### config.mk
export PLATFORM = sky130hd
export DESIGN_NAME = integer_to_ascii_formatter_core
export DESIGN_NICKNAME = d
export VERILOG_FILES = /design/src/rtl/itoa_pkg.sv /design/src/rtl/integer_to_ascii_formatter_core.sv
export VERILOG_INCLUDE_DIRS = /design/src /design/src/rtl
export SDC_FILE = /design/constraint.sdc
export NUM_CORES = 1
export LEC_CHECK = 0
export ABC_AREA = 1
export BUFFER_PORTS_ARGS = -buffer_cell sky130_fd_sc_hd__buf_2
export CAP_MARGIN = 20
export CORE_MARGIN = 4
export CORE_UTILIZATION = 40
export DETAILED_ROUTE_END_ITERATION = 10
export PLACE_DENSITY = 0.53
export SYNTH_ARGS = -nofsm -noshare
export SYNTH_HDL_FRONTEND = slang
export SYNTH_SLANG_ARGS = --single-unit
### constraint.sdc
create_clock -name clock -period 28.2 [get_ports clock]
set_input_delay 5.64 -clock clock [delete_from_list [all_inputs] [get_ports clock]]
set_output_delay 5.64 -clock clock [all_outputs]
set_load 0.02 [all_outputs]
### src/rtl/integer_to_ascii_formatter_core_assert.svh
// Assertion macros shared by the formatter RTL.
// In synthesis builds the macros expand to nothing.
`ifndef INTEGER_TO_ASCII_FORMATTER_CORE_ASSERT_SVH
`define INTEGER_TO_ASCII_FORMATTER_CORE_ASSERT_SVH

`ifndef SYNTHESIS

// The consequent must hold in the same cycle as the antecedent.
`define ITOA_ASSERT_IMPL(lbl, clk, rst, ante, cons) \
   lbl: assert property (@(posedge clk) disable iff (rst) (ante) |-> (cons)) \
      else $error("%m: assertion failed");

// The consequent must hold in the cycle after the antecedent.
`define ITOA_ASSERT_NEXT(lbl, clk, rst, ante, cons) \
   lbl: assert property (@(posedge clk) disable iff (rst) (ante) |=> (cons)) \
      else $error("%m: assertion failed");

`else

`define ITOA_ASSERT_IMPL(lbl, clk, rst, ante, cons)
`define ITOA_ASSERT_NEXT(lbl, clk, rst, ante, cons)

`endif

`endif

### src/rtl/itoa_pkg.sv
package itoa_pkg;

   // Field and buffer sizes.
   localparam int DATA_W     = 32;
   localparam int DEC_DIGITS = 10;
   localparam int HEX_DIGITS = 8;
   localparam int NUM_CHARS  = 11;
   localparam int BCD_W      = 4 * DEC_DIGITS;
   localparam int WORK_W     = BCD_W + DATA_W;
   localparam int DD_STAGES  = 4;
   localparam int DD_STEP    = DATA_W / DD_STAGES;
   localparam int CNT_W      = 4;

   // Conversion modes.
   localparam logic [2:0] OP_SDEC  = 3'd0;
   localparam logic [2:0] OP_UDEC  = 3'd1;
   localparam logic [2:0] OP_HEX_L = 3'd2;
   localparam logic [2:0] OP_HEX_U = 3'd3;
   localparam logic [2:0] OP_PTR   = 3'd4;

   // ASCII codes.
   localparam logic [7:0] CHAR_ZERO  = 8'h30;
   localparam logic [7:0] CHAR_LA    = 8'h61;
   localparam logic [7:0] CHAR_UA    = 8'h41;
   localparam logic [7:0] CHAR_MINUS = 8'h2D;
   localparam logic [7:0] CHAR_X     = 8'h78;

   typedef logic [7:0] char_type;
   typedef char_type [NUM_CHARS-1:0] line_type;

   typedef struct packed {
      logic [2:0]        op;
      logic [DATA_W-1:0] value;
   } req_type;

   typedef struct packed {
      logic [7:0] char_out;
      logic       last;
   } rsp_type;

   // One conversion in flight: the raw value for hex, and the
   // BCD accumulator with the magnitude shifting into it for decimal.
   typedef struct packed {
      logic [2:0]        op;
      logic              neg;
      logic [DATA_W-1:0] val;
      logic [WORK_W-1:0] work;
   } pipe_type;

   // Eight iterations of shift-and-add-3 binary to BCD conversion.
   function automatic logic [WORK_W-1:0] dabble_step(input logic [WORK_W-1:0] work_arg);
      logic [WORK_W-1:0] w;
      w = work_arg;
      for (int s = 0; s < DD_STEP; s++) begin
         for (int d = 0; d < DEC_DIGITS; d++) begin
            if (w[DATA_W + 4*d +: 4] >= 4'd5) begin
               w[DATA_W + 4*d +: 4] = w[DATA_W + 4*d +: 4] + 4'd3;
            end
         end
         w = {w[WORK_W-2:0], 1'b0};
      end
      return w;
   endfunction

   // ASCII character of one hex digit.
   function automatic char_type hex_char(input logic [3:0] nib, input logic upper);
      char_type c;
      if (nib < 4'd10) begin
         c = CHAR_ZERO + {4'b0000, nib};
      end else begin
         c = (upper ? CHAR_UA : CHAR_LA) + {4'b0000, nib} - 8'd10;
      end
      return c;
   endfunction

endpackage

### src/rtl/integer_to_ascii_formatter_core.sv
// Converts a 32-bit value to ASCII: signed or unsigned decimal, eight hex
// digits in lower or upper case, or "0x" and eight lower-case digits. The
// characters of one number leave most significant first, one per cycle on
// consecutive cycles, each shown for exactly one cycle with rsp_strobe high;
// the receiver cannot stall them, so it must take every strobed character.
// rsp_item.last marks the final character. A number has 8 characters for
// hex, 10 for pointer and 1 to 11 for decimal, and the single character
// result port limits the sustained rate to one character per cycle.
// Numbers are accepted back to back while busy is low into a seven-register
// pipeline (sign and magnitude, four double-dabble stages, character build,
// output shifter), and the first character is strobed once the number
// reaches the output shifter; busy rises once that pipeline is full behind
// the output shifter. Modes 5 to 7 are accepted and produce no characters.
`include "integer_to_ascii_formatter_core_assert.svh"

module integer_to_ascii_formatter_core (
   input  logic              clock,
   input  logic              reset,
   input  logic              start,
   output logic              busy,
   input  itoa_pkg::req_type req_item,
   output logic              rsp_strobe,
   output itoa_pkg::rsp_type rsp_item
);
   import itoa_pkg::*;

   // Pipeline registers and their enables.
   pipe_type               pipe_ff [DD_STAGES+1];
   pipe_type               pipe_in [DD_STAGES+1];
   logic [DD_STAGES:0]     pipe_valid_ff;
   logic [DD_STAGES:0]     pipe_valid_in;
   logic [DD_STAGES+1:0]   pipe_en;

   logic                   fmt_valid_ff;
   logic                   fmt_valid_in;
   line_type               fmt_chars_ff;
   line_type               fmt_chars_in;
   logic [CNT_W-1:0]       fmt_count_ff;
   logic [CNT_W-1:0]       fmt_count_in;

   logic                   ser_valid_ff;
   logic                   ser_valid_in;
   line_type               ser_buf_ff;
   line_type               ser_buf_in;
   logic [CNT_W-1:0]       ser_rem_ff;
   logic [CNT_W-1:0]       ser_rem_in;
   logic                   ser_ready;
   logic                   ser_load;

   logic                   req_take;
   logic                   op_ok;
   logic                   in_neg;
   logic [DATA_W-1:0]      in_mag;

   // Output shifter can take a new line when empty or on its final character.
   assign ser_ready = !ser_valid_ff || (ser_rem_ff == CNT_W'(1));
   assign ser_load  = fmt_valid_ff && ser_ready;

   // A stage loads when it is empty or its content moves on.
   always_comb begin
      pipe_en[DD_STAGES+1] = !fmt_valid_ff || ser_ready;
      for (int i = DD_STAGES; i >= 0; i--) begin
         pipe_en[i] = !pipe_valid_ff[i] || pipe_en[i+1];
      end
   end

   assign busy     = !pipe_en[0];
   assign req_take = start && !busy;

   // Entry stage: sign split and two's complement magnitude.
   always_comb begin
      op_ok  = req_item.op inside {OP_SDEC, OP_UDEC, OP_HEX_L, OP_HEX_U, OP_PTR};
      in_neg = (req_item.op == OP_SDEC) && req_item.value[DATA_W-1];
      in_mag = in_neg ? (~req_item.value + DATA_W'(1)) : req_item.value;
      pipe_in[0].op   = req_item.op;
      pipe_in[0].neg  = in_neg;
      pipe_in[0].val  = req_item.value;
      pipe_in[0].work = {{BCD_W{1'b0}}, in_mag};
      pipe_valid_in[0] = pipe_en[0] ? (req_take && op_ok) : pipe_valid_ff[0];
      // Double-dabble stages, eight bits each.
      for (int i = 1; i <= DD_STAGES; i++) begin
         pipe_in[i].op    = pipe_ff[i-1].op;
         pipe_in[i].neg   = pipe_ff[i-1].neg;
         pipe_in[i].val   = pipe_ff[i-1].val;
         pipe_in[i].work  = dabble_step(pipe_ff[i-1].work);
         pipe_valid_in[i] = pipe_en[i] ? pipe_valid_ff[i-1] : pipe_valid_ff[i];
      end
   end

   // Character build: strip leading zeros, add sign or prefix, pick hex case.
   always_comb begin
      logic [3:0]       dig [DEC_DIGITS];
      logic [CNT_W-1:0] ndig;
      logic [3:0]       idx;
      line_type         dec_line;
      pipe_type         src;
      src      = pipe_ff[DD_STAGES];
      ndig     = CNT_W'(1);
      dec_line = '0;
      for (int k = 0; k < DEC_DIGITS; k++) begin
         dig[k] = src.work[DATA_W + 4*k +: 4];
      end
      for (int k = 0; k < DEC_DIGITS; k++) begin
         if (dig[k] != 4'd0) begin
            ndig = CNT_W'(k + 1);
         end
      end
      for (int p = 0; p < DEC_DIGITS; p++) begin
         idx = ndig - 4'd1 - 4'(p);
         if (4'(p) < ndig) begin
            dec_line[p] = CHAR_ZERO + {4'b0000, dig[idx]};
         end
      end
      fmt_chars_in = '0;
      fmt_count_in = '0;
      case (src.op)
         OP_SDEC: begin
            if (src.neg) begin
               fmt_chars_in[0] = CHAR_MINUS;
               for (int p = 0; p < DEC_DIGITS; p++) begin
                  fmt_chars_in[p+1] = dec_line[p];
               end
               fmt_count_in = ndig + CNT_W'(1);
            end else begin
               fmt_chars_in = dec_line;
               fmt_count_in = ndig;
            end
         end
         OP_UDEC: begin
            fmt_chars_in = dec_line;
            fmt_count_in = ndig;
         end
         OP_HEX_L, OP_HEX_U: begin
            for (int p = 0; p < HEX_DIGITS; p++) begin
               fmt_chars_in[p] = hex_char(src.val[4*(HEX_DIGITS-1-p) +: 4],
                                          src.op == OP_HEX_U);
            end
            fmt_count_in = CNT_W'(HEX_DIGITS);
         end
         OP_PTR: begin
            fmt_chars_in[0] = CHAR_ZERO;
            fmt_chars_in[1] = CHAR_X;
            for (int p = 0; p < HEX_DIGITS; p++) begin
               fmt_chars_in[p+2] = hex_char(src.val[4*(HEX_DIGITS-1-p) +: 4], 1'b0);
            end
            fmt_count_in = CNT_W'(HEX_DIGITS + 2);
         end
         default: begin
            fmt_chars_in = '0;
            fmt_count_in = '0;
         end
      endcase
      fmt_valid_in = pipe_en[DD_STAGES+1] ? pipe_valid_ff[DD_STAGES] : fmt_valid_ff;
   end

   // Output shifter: one character per cycle, first character at index zero.
   always_comb begin
      ser_valid_in = ser_valid_ff;
      ser_buf_in   = ser_buf_ff;
      ser_rem_in   = ser_rem_ff;
      if (ser_load) begin
         ser_valid_in = 1'b1;
         ser_buf_in   = fmt_chars_ff;
         ser_rem_in   = fmt_count_ff;
      end else if (ser_valid_ff) begin
         if (ser_rem_ff == CNT_W'(1)) begin
            ser_valid_in = 1'b0;
         end
         ser_buf_in = {8'h00, ser_buf_ff[NUM_CHARS-1:1]};
         ser_rem_in = ser_rem_ff - CNT_W'(1);
      end
   end

   // Control state.
   always_ff @(posedge clock) begin
      if (reset) begin
         pipe_valid_ff <= '0;
         fmt_valid_ff  <= 1'b0;
         ser_valid_ff  <= 1'b0;
         ser_rem_ff    <= '0;
      end else begin
         pipe_valid_ff <= pipe_valid_in;
         fmt_valid_ff  <= fmt_valid_in;
         ser_valid_ff  <= ser_valid_in;
         ser_rem_ff    <= ser_rem_in;
      end
   end

   // Payload registers.
   always_ff @(posedge clock) begin
      for (int i = 0; i <= DD_STAGES; i++) begin
         if (pipe_en[i]) begin
            pipe_ff[i] <= pipe_in[i];
         end
      end
      if (pipe_en[DD_STAGES+1]) begin
         fmt_chars_ff <= fmt_chars_in;
         fmt_count_ff <= fmt_count_in;
      end
      ser_buf_ff <= ser_buf_in;
   end

   // Result ports.
   assign rsp_strobe        = ser_valid_ff;
   assign rsp_item.char_out = ser_buf_ff[0];
   assign rsp_item.last     = (ser_rem_ff == CNT_W'(1));

   // Characters of one number leave on consecutive cycles.
   `ITOA_ASSERT_NEXT(a_chars_contiguous, clock, reset, rsp_strobe && !rsp_item.last, rsp_strobe)
   // The shifter never runs with an empty or oversized count.
   `ITOA_ASSERT_IMPL(a_rem_range, clock, reset, ser_valid_ff, (ser_rem_ff != '0) && (ser_rem_ff <= CNT_W'(NUM_CHARS)))
   // A built line waits while the shifter is busy.
   `ITOA_ASSERT_NEXT(a_fmt_holds, clock, reset, fmt_valid_ff && !ser_ready, fmt_valid_ff && $stable(fmt_count_ff))
   // An accepted number with a defined mode enters the pipeline.
   `ITOA_ASSERT_NEXT(a_accept_enters, clock, reset, start && !busy && (req_item.op <= OP_PTR), pipe_valid_ff[0])

endmodule
==> results.json <==
{
  "row_count": 111,
  "status": "finished, final reports clean",
  "dp_hpwl_um": 65400,
  "vias": 29800,
  "final_cell_mix": "nand2_1 (1543), inv_1 (684), edfxtp_1 (511)",
  "relSlewSlack_pct": 24.6,
  "cp.required_ns": 22.56,
  "end_kind": "output pin",
  "syn_area_sq_um": 36800,
  "die_w_um": 311,
  "synthesis.instances": 4720,
  "die_h_um": 311,
  "antenna_found_initial": 3,
  "ys_warn_count": 0,
  "fin_cells": 6012,
  "final_common_cell": "nand2_1",
  "fin_crit_ns": 9.36,
  "cts_inserted_buffers": 57,
  "worstPathArrival_ns": 3.72,
  "slew_viol_final": 0,
  "pin_count": 49,
  "nNetsFinal": 4968,
  "cp-start-kind": "register",
  "crit_path_max_incr_delay_ns": 0.43,
  "routed_wl_um": 83700,
  "synth_seq_cells": 522,
  "grt_pass1_wl_um": 137000,
  "dieArea_sq_um": 96900,
  "ys.flop_type": "edfxtp_1",
  "ys_seq_area_share_pct": 42.3,
  "floorplan.initialDensity_pct": 40.2,
  "fin_crit_sh_pct": 33.2,
  "overflow": 0,
  "clock_path_buffers": 3,
  "postSynth.asyncResetShare_pct": 0,
  "fillers": 9116,
  "clock-root-buffer": "clkbuf_16",
  "portBuffers": 47,
  "cts_tree": "done",
  "final.setup.tns_ns": 0,
  "path_max_fanout": 77,
  "h-tree-depth": 2,
  "hold_buffers": 0,
  "max_clock_freq_mhz": 107,
  "worstSetupPathType": "reg -> out",
  "slowest_stage": "nor2_1",
  "hp-class": "reg -> reg",
  "place_ws_ns": 19.30,
  "place.gp.congestion": 0.947,
  "synth_edf_count": 511,
  "skew_ns": 0.0215,
  "dr.pass1.iters": 6,
  "drt_iter0_drc": 2032,
  "core_sq_um": 91500,
  "rsz0062_at_grt": "false",
  "synth_fp_nets": 4911,
  "grt_pass1_vias": 27500,
  "drive_above_1_share_pct": 11.9,
  "crit_path_cell_trace": "inv_1 -> ha_1 -> nand3_1 -> nand2_1 -> nor2_1 -> inv_2 -> nor2_1 -> inv_2 -> buf_4 -> nor2_1 -> inv_2 -> nor2_1 -> inv_2 -> nor2_1 -> inv_2 -> nor2_1 -> buf_2",
  "syn_area_per_cell_sq_um": 7.80,
  "drcViolationCount": 0,
  "ys_types": 57,
  "worst_slew_pin_slew_ns": 1.13,
  "insertion_delay_ns": 0.65,
  "vias_per_cell": 4.96,
  "grt_usage_pct": 17.1,
  "cts.sinks": 522,
  "layout_setup_ws_ns": 18.84,
  "hold_violations": 0,
  "area_growth_pct": 9.38,
  "wl_per_cell_um": 13.9,
  "crit_top_cell": "nor2_1",
  "ant_nets": 0,
  "max-cap-violations": 0,
  "cts_setup_buffers": 0,
  "placed_cells": 5903,
  "grt_max_degree": 78,
  "cts.clk_slew.worst_paths_ns": 0.06,
  "setup_viol": 0,
  "post_cts_resize_count": 0
}
-- cell families (layout without fill, tap and decap cells) --
kind of cell               Yosys count  in the layout  synth area share (%)
other                                1              2                0.0102
xor gates and xnor gates           110            110                  2.76
adders and majority gates          153            153                  5.20
buffers and inverters              790            895                  8.14
and+or+nand+nor                   2628           2628                  33.0
muxes                                6              6                 0.163
AOI/OAI and AO/OA                  510            510                  8.47
DFF                                522            522                  42.3
-- worst max-delay path, delay by kind of cell, from the launching register on --
kind          cells  cell delay (ns)
simple gates      8             1.38
flops             1             0.30
fa+ha+maj         1             0.18
buf+inv           8             1.13
-- worst paths after layout --
check	slack [ns]	startpoint	depth (start not counted)	endpoint
worst max-delay path	18.84	ser_rem_ff[1]$_SDFFE_PP0P_	17	busy
worst min-delay path	0.42	pipe_ff[0][314]$_DFFE_PP_	0	pipe_ff[0][422]$_DFFE_PP_
worst max register to register	22.17	pipe_ff[0][380]$_DFFE_PP_	35	pipe_ff[0][501]$_DFFE_PP_
worst min register to register	0.42	pipe_ff[0][314]$_DFFE_PP_	0	pipe_ff[0][422]$_DFFE_PP_
-- flip-flops by register name, summed over array words and instances (netlist names) --
signal         count
fmt_count_ff       4
rsp_strobe         1
ser_buf_ff        68
pipe_valid_ff      5
ser_rem_ff         4
pipe_ff          357
fmt_valid_ff       1
fmt_chars_ff      75
rsp_item           7
-- synthesized netlist by cell type (11+ instances only) --
cell type	n	share of area (%)
nor4_1	13	0.22
a21oi_1	85	1.2
inv_2	25	0.25
o21ai_1	47	0.64
xnor2_1	20	0.48
nand2_2	208	3.5
nand2_1	1544	16
inv_1	692	7.1
and2_1	18	0.31
a21o_1	30	0.61
clkbuf_1	57	0.58
o2111ai_1	14	0.33
edfxtp_1	511	42
nor2_1	144	1.5
nand4_1	113	1.9
ha_1	153	5.2
o21ai_0	190	2.6
xor2_1	83	2.0
nand3b_1	29	0.59
o221ai_1	21	0.50
o211ai_1	16	0.33
o22ai_1	12	0.20
nand3_1	415	5.6
o21ai_2	42	1.0
or2_2	11	0.19
nand3_2	100	2.7
nor3_1	16	0.22
dfxtp_1	11	0.60
-- layout make-up --
type	instances	area [sq um]	share of cell area, %
clock buffers	73	1500	3.72
multi-input cells	3408	18300	45.3
well taps	1186	1480	3.69
clock inverters	34	359	0.892
repair buffers	67	393	0.976
diodes	1	2.50	0.00621
flip-flops and latches	522	15600	38.7
inverters	721	2710	6.72
-- metal layers --
layer	track usage, %	up-vias	routed length, um
li1	-	15800	-
met5	0	-	12
met2	27.4	500	37000
met4	4.85	2	2110
met3	2.62	124	4180
met1	24.0	13500	40400
-- metrics by stage --
step | hold WS, ns | instance area [sq um] | util (%)
2_1_floorplan | 0.400 | 36800 | -
3_3_place_gp | 0.401 | 38400 | 41.9
3_5_place_dp | 0.405 | 38400 | 41.9
4_1_cts | 0.416 | 40200 | 44.0
5_1_grt | 0.418 | 40300 | 44.0
6_report | 0.416 | 40300 | 44.0
Power is left out: the tool's default activity adds up to more than one toggle a clock period on the data nets, which glitch-free logic cannot reach.
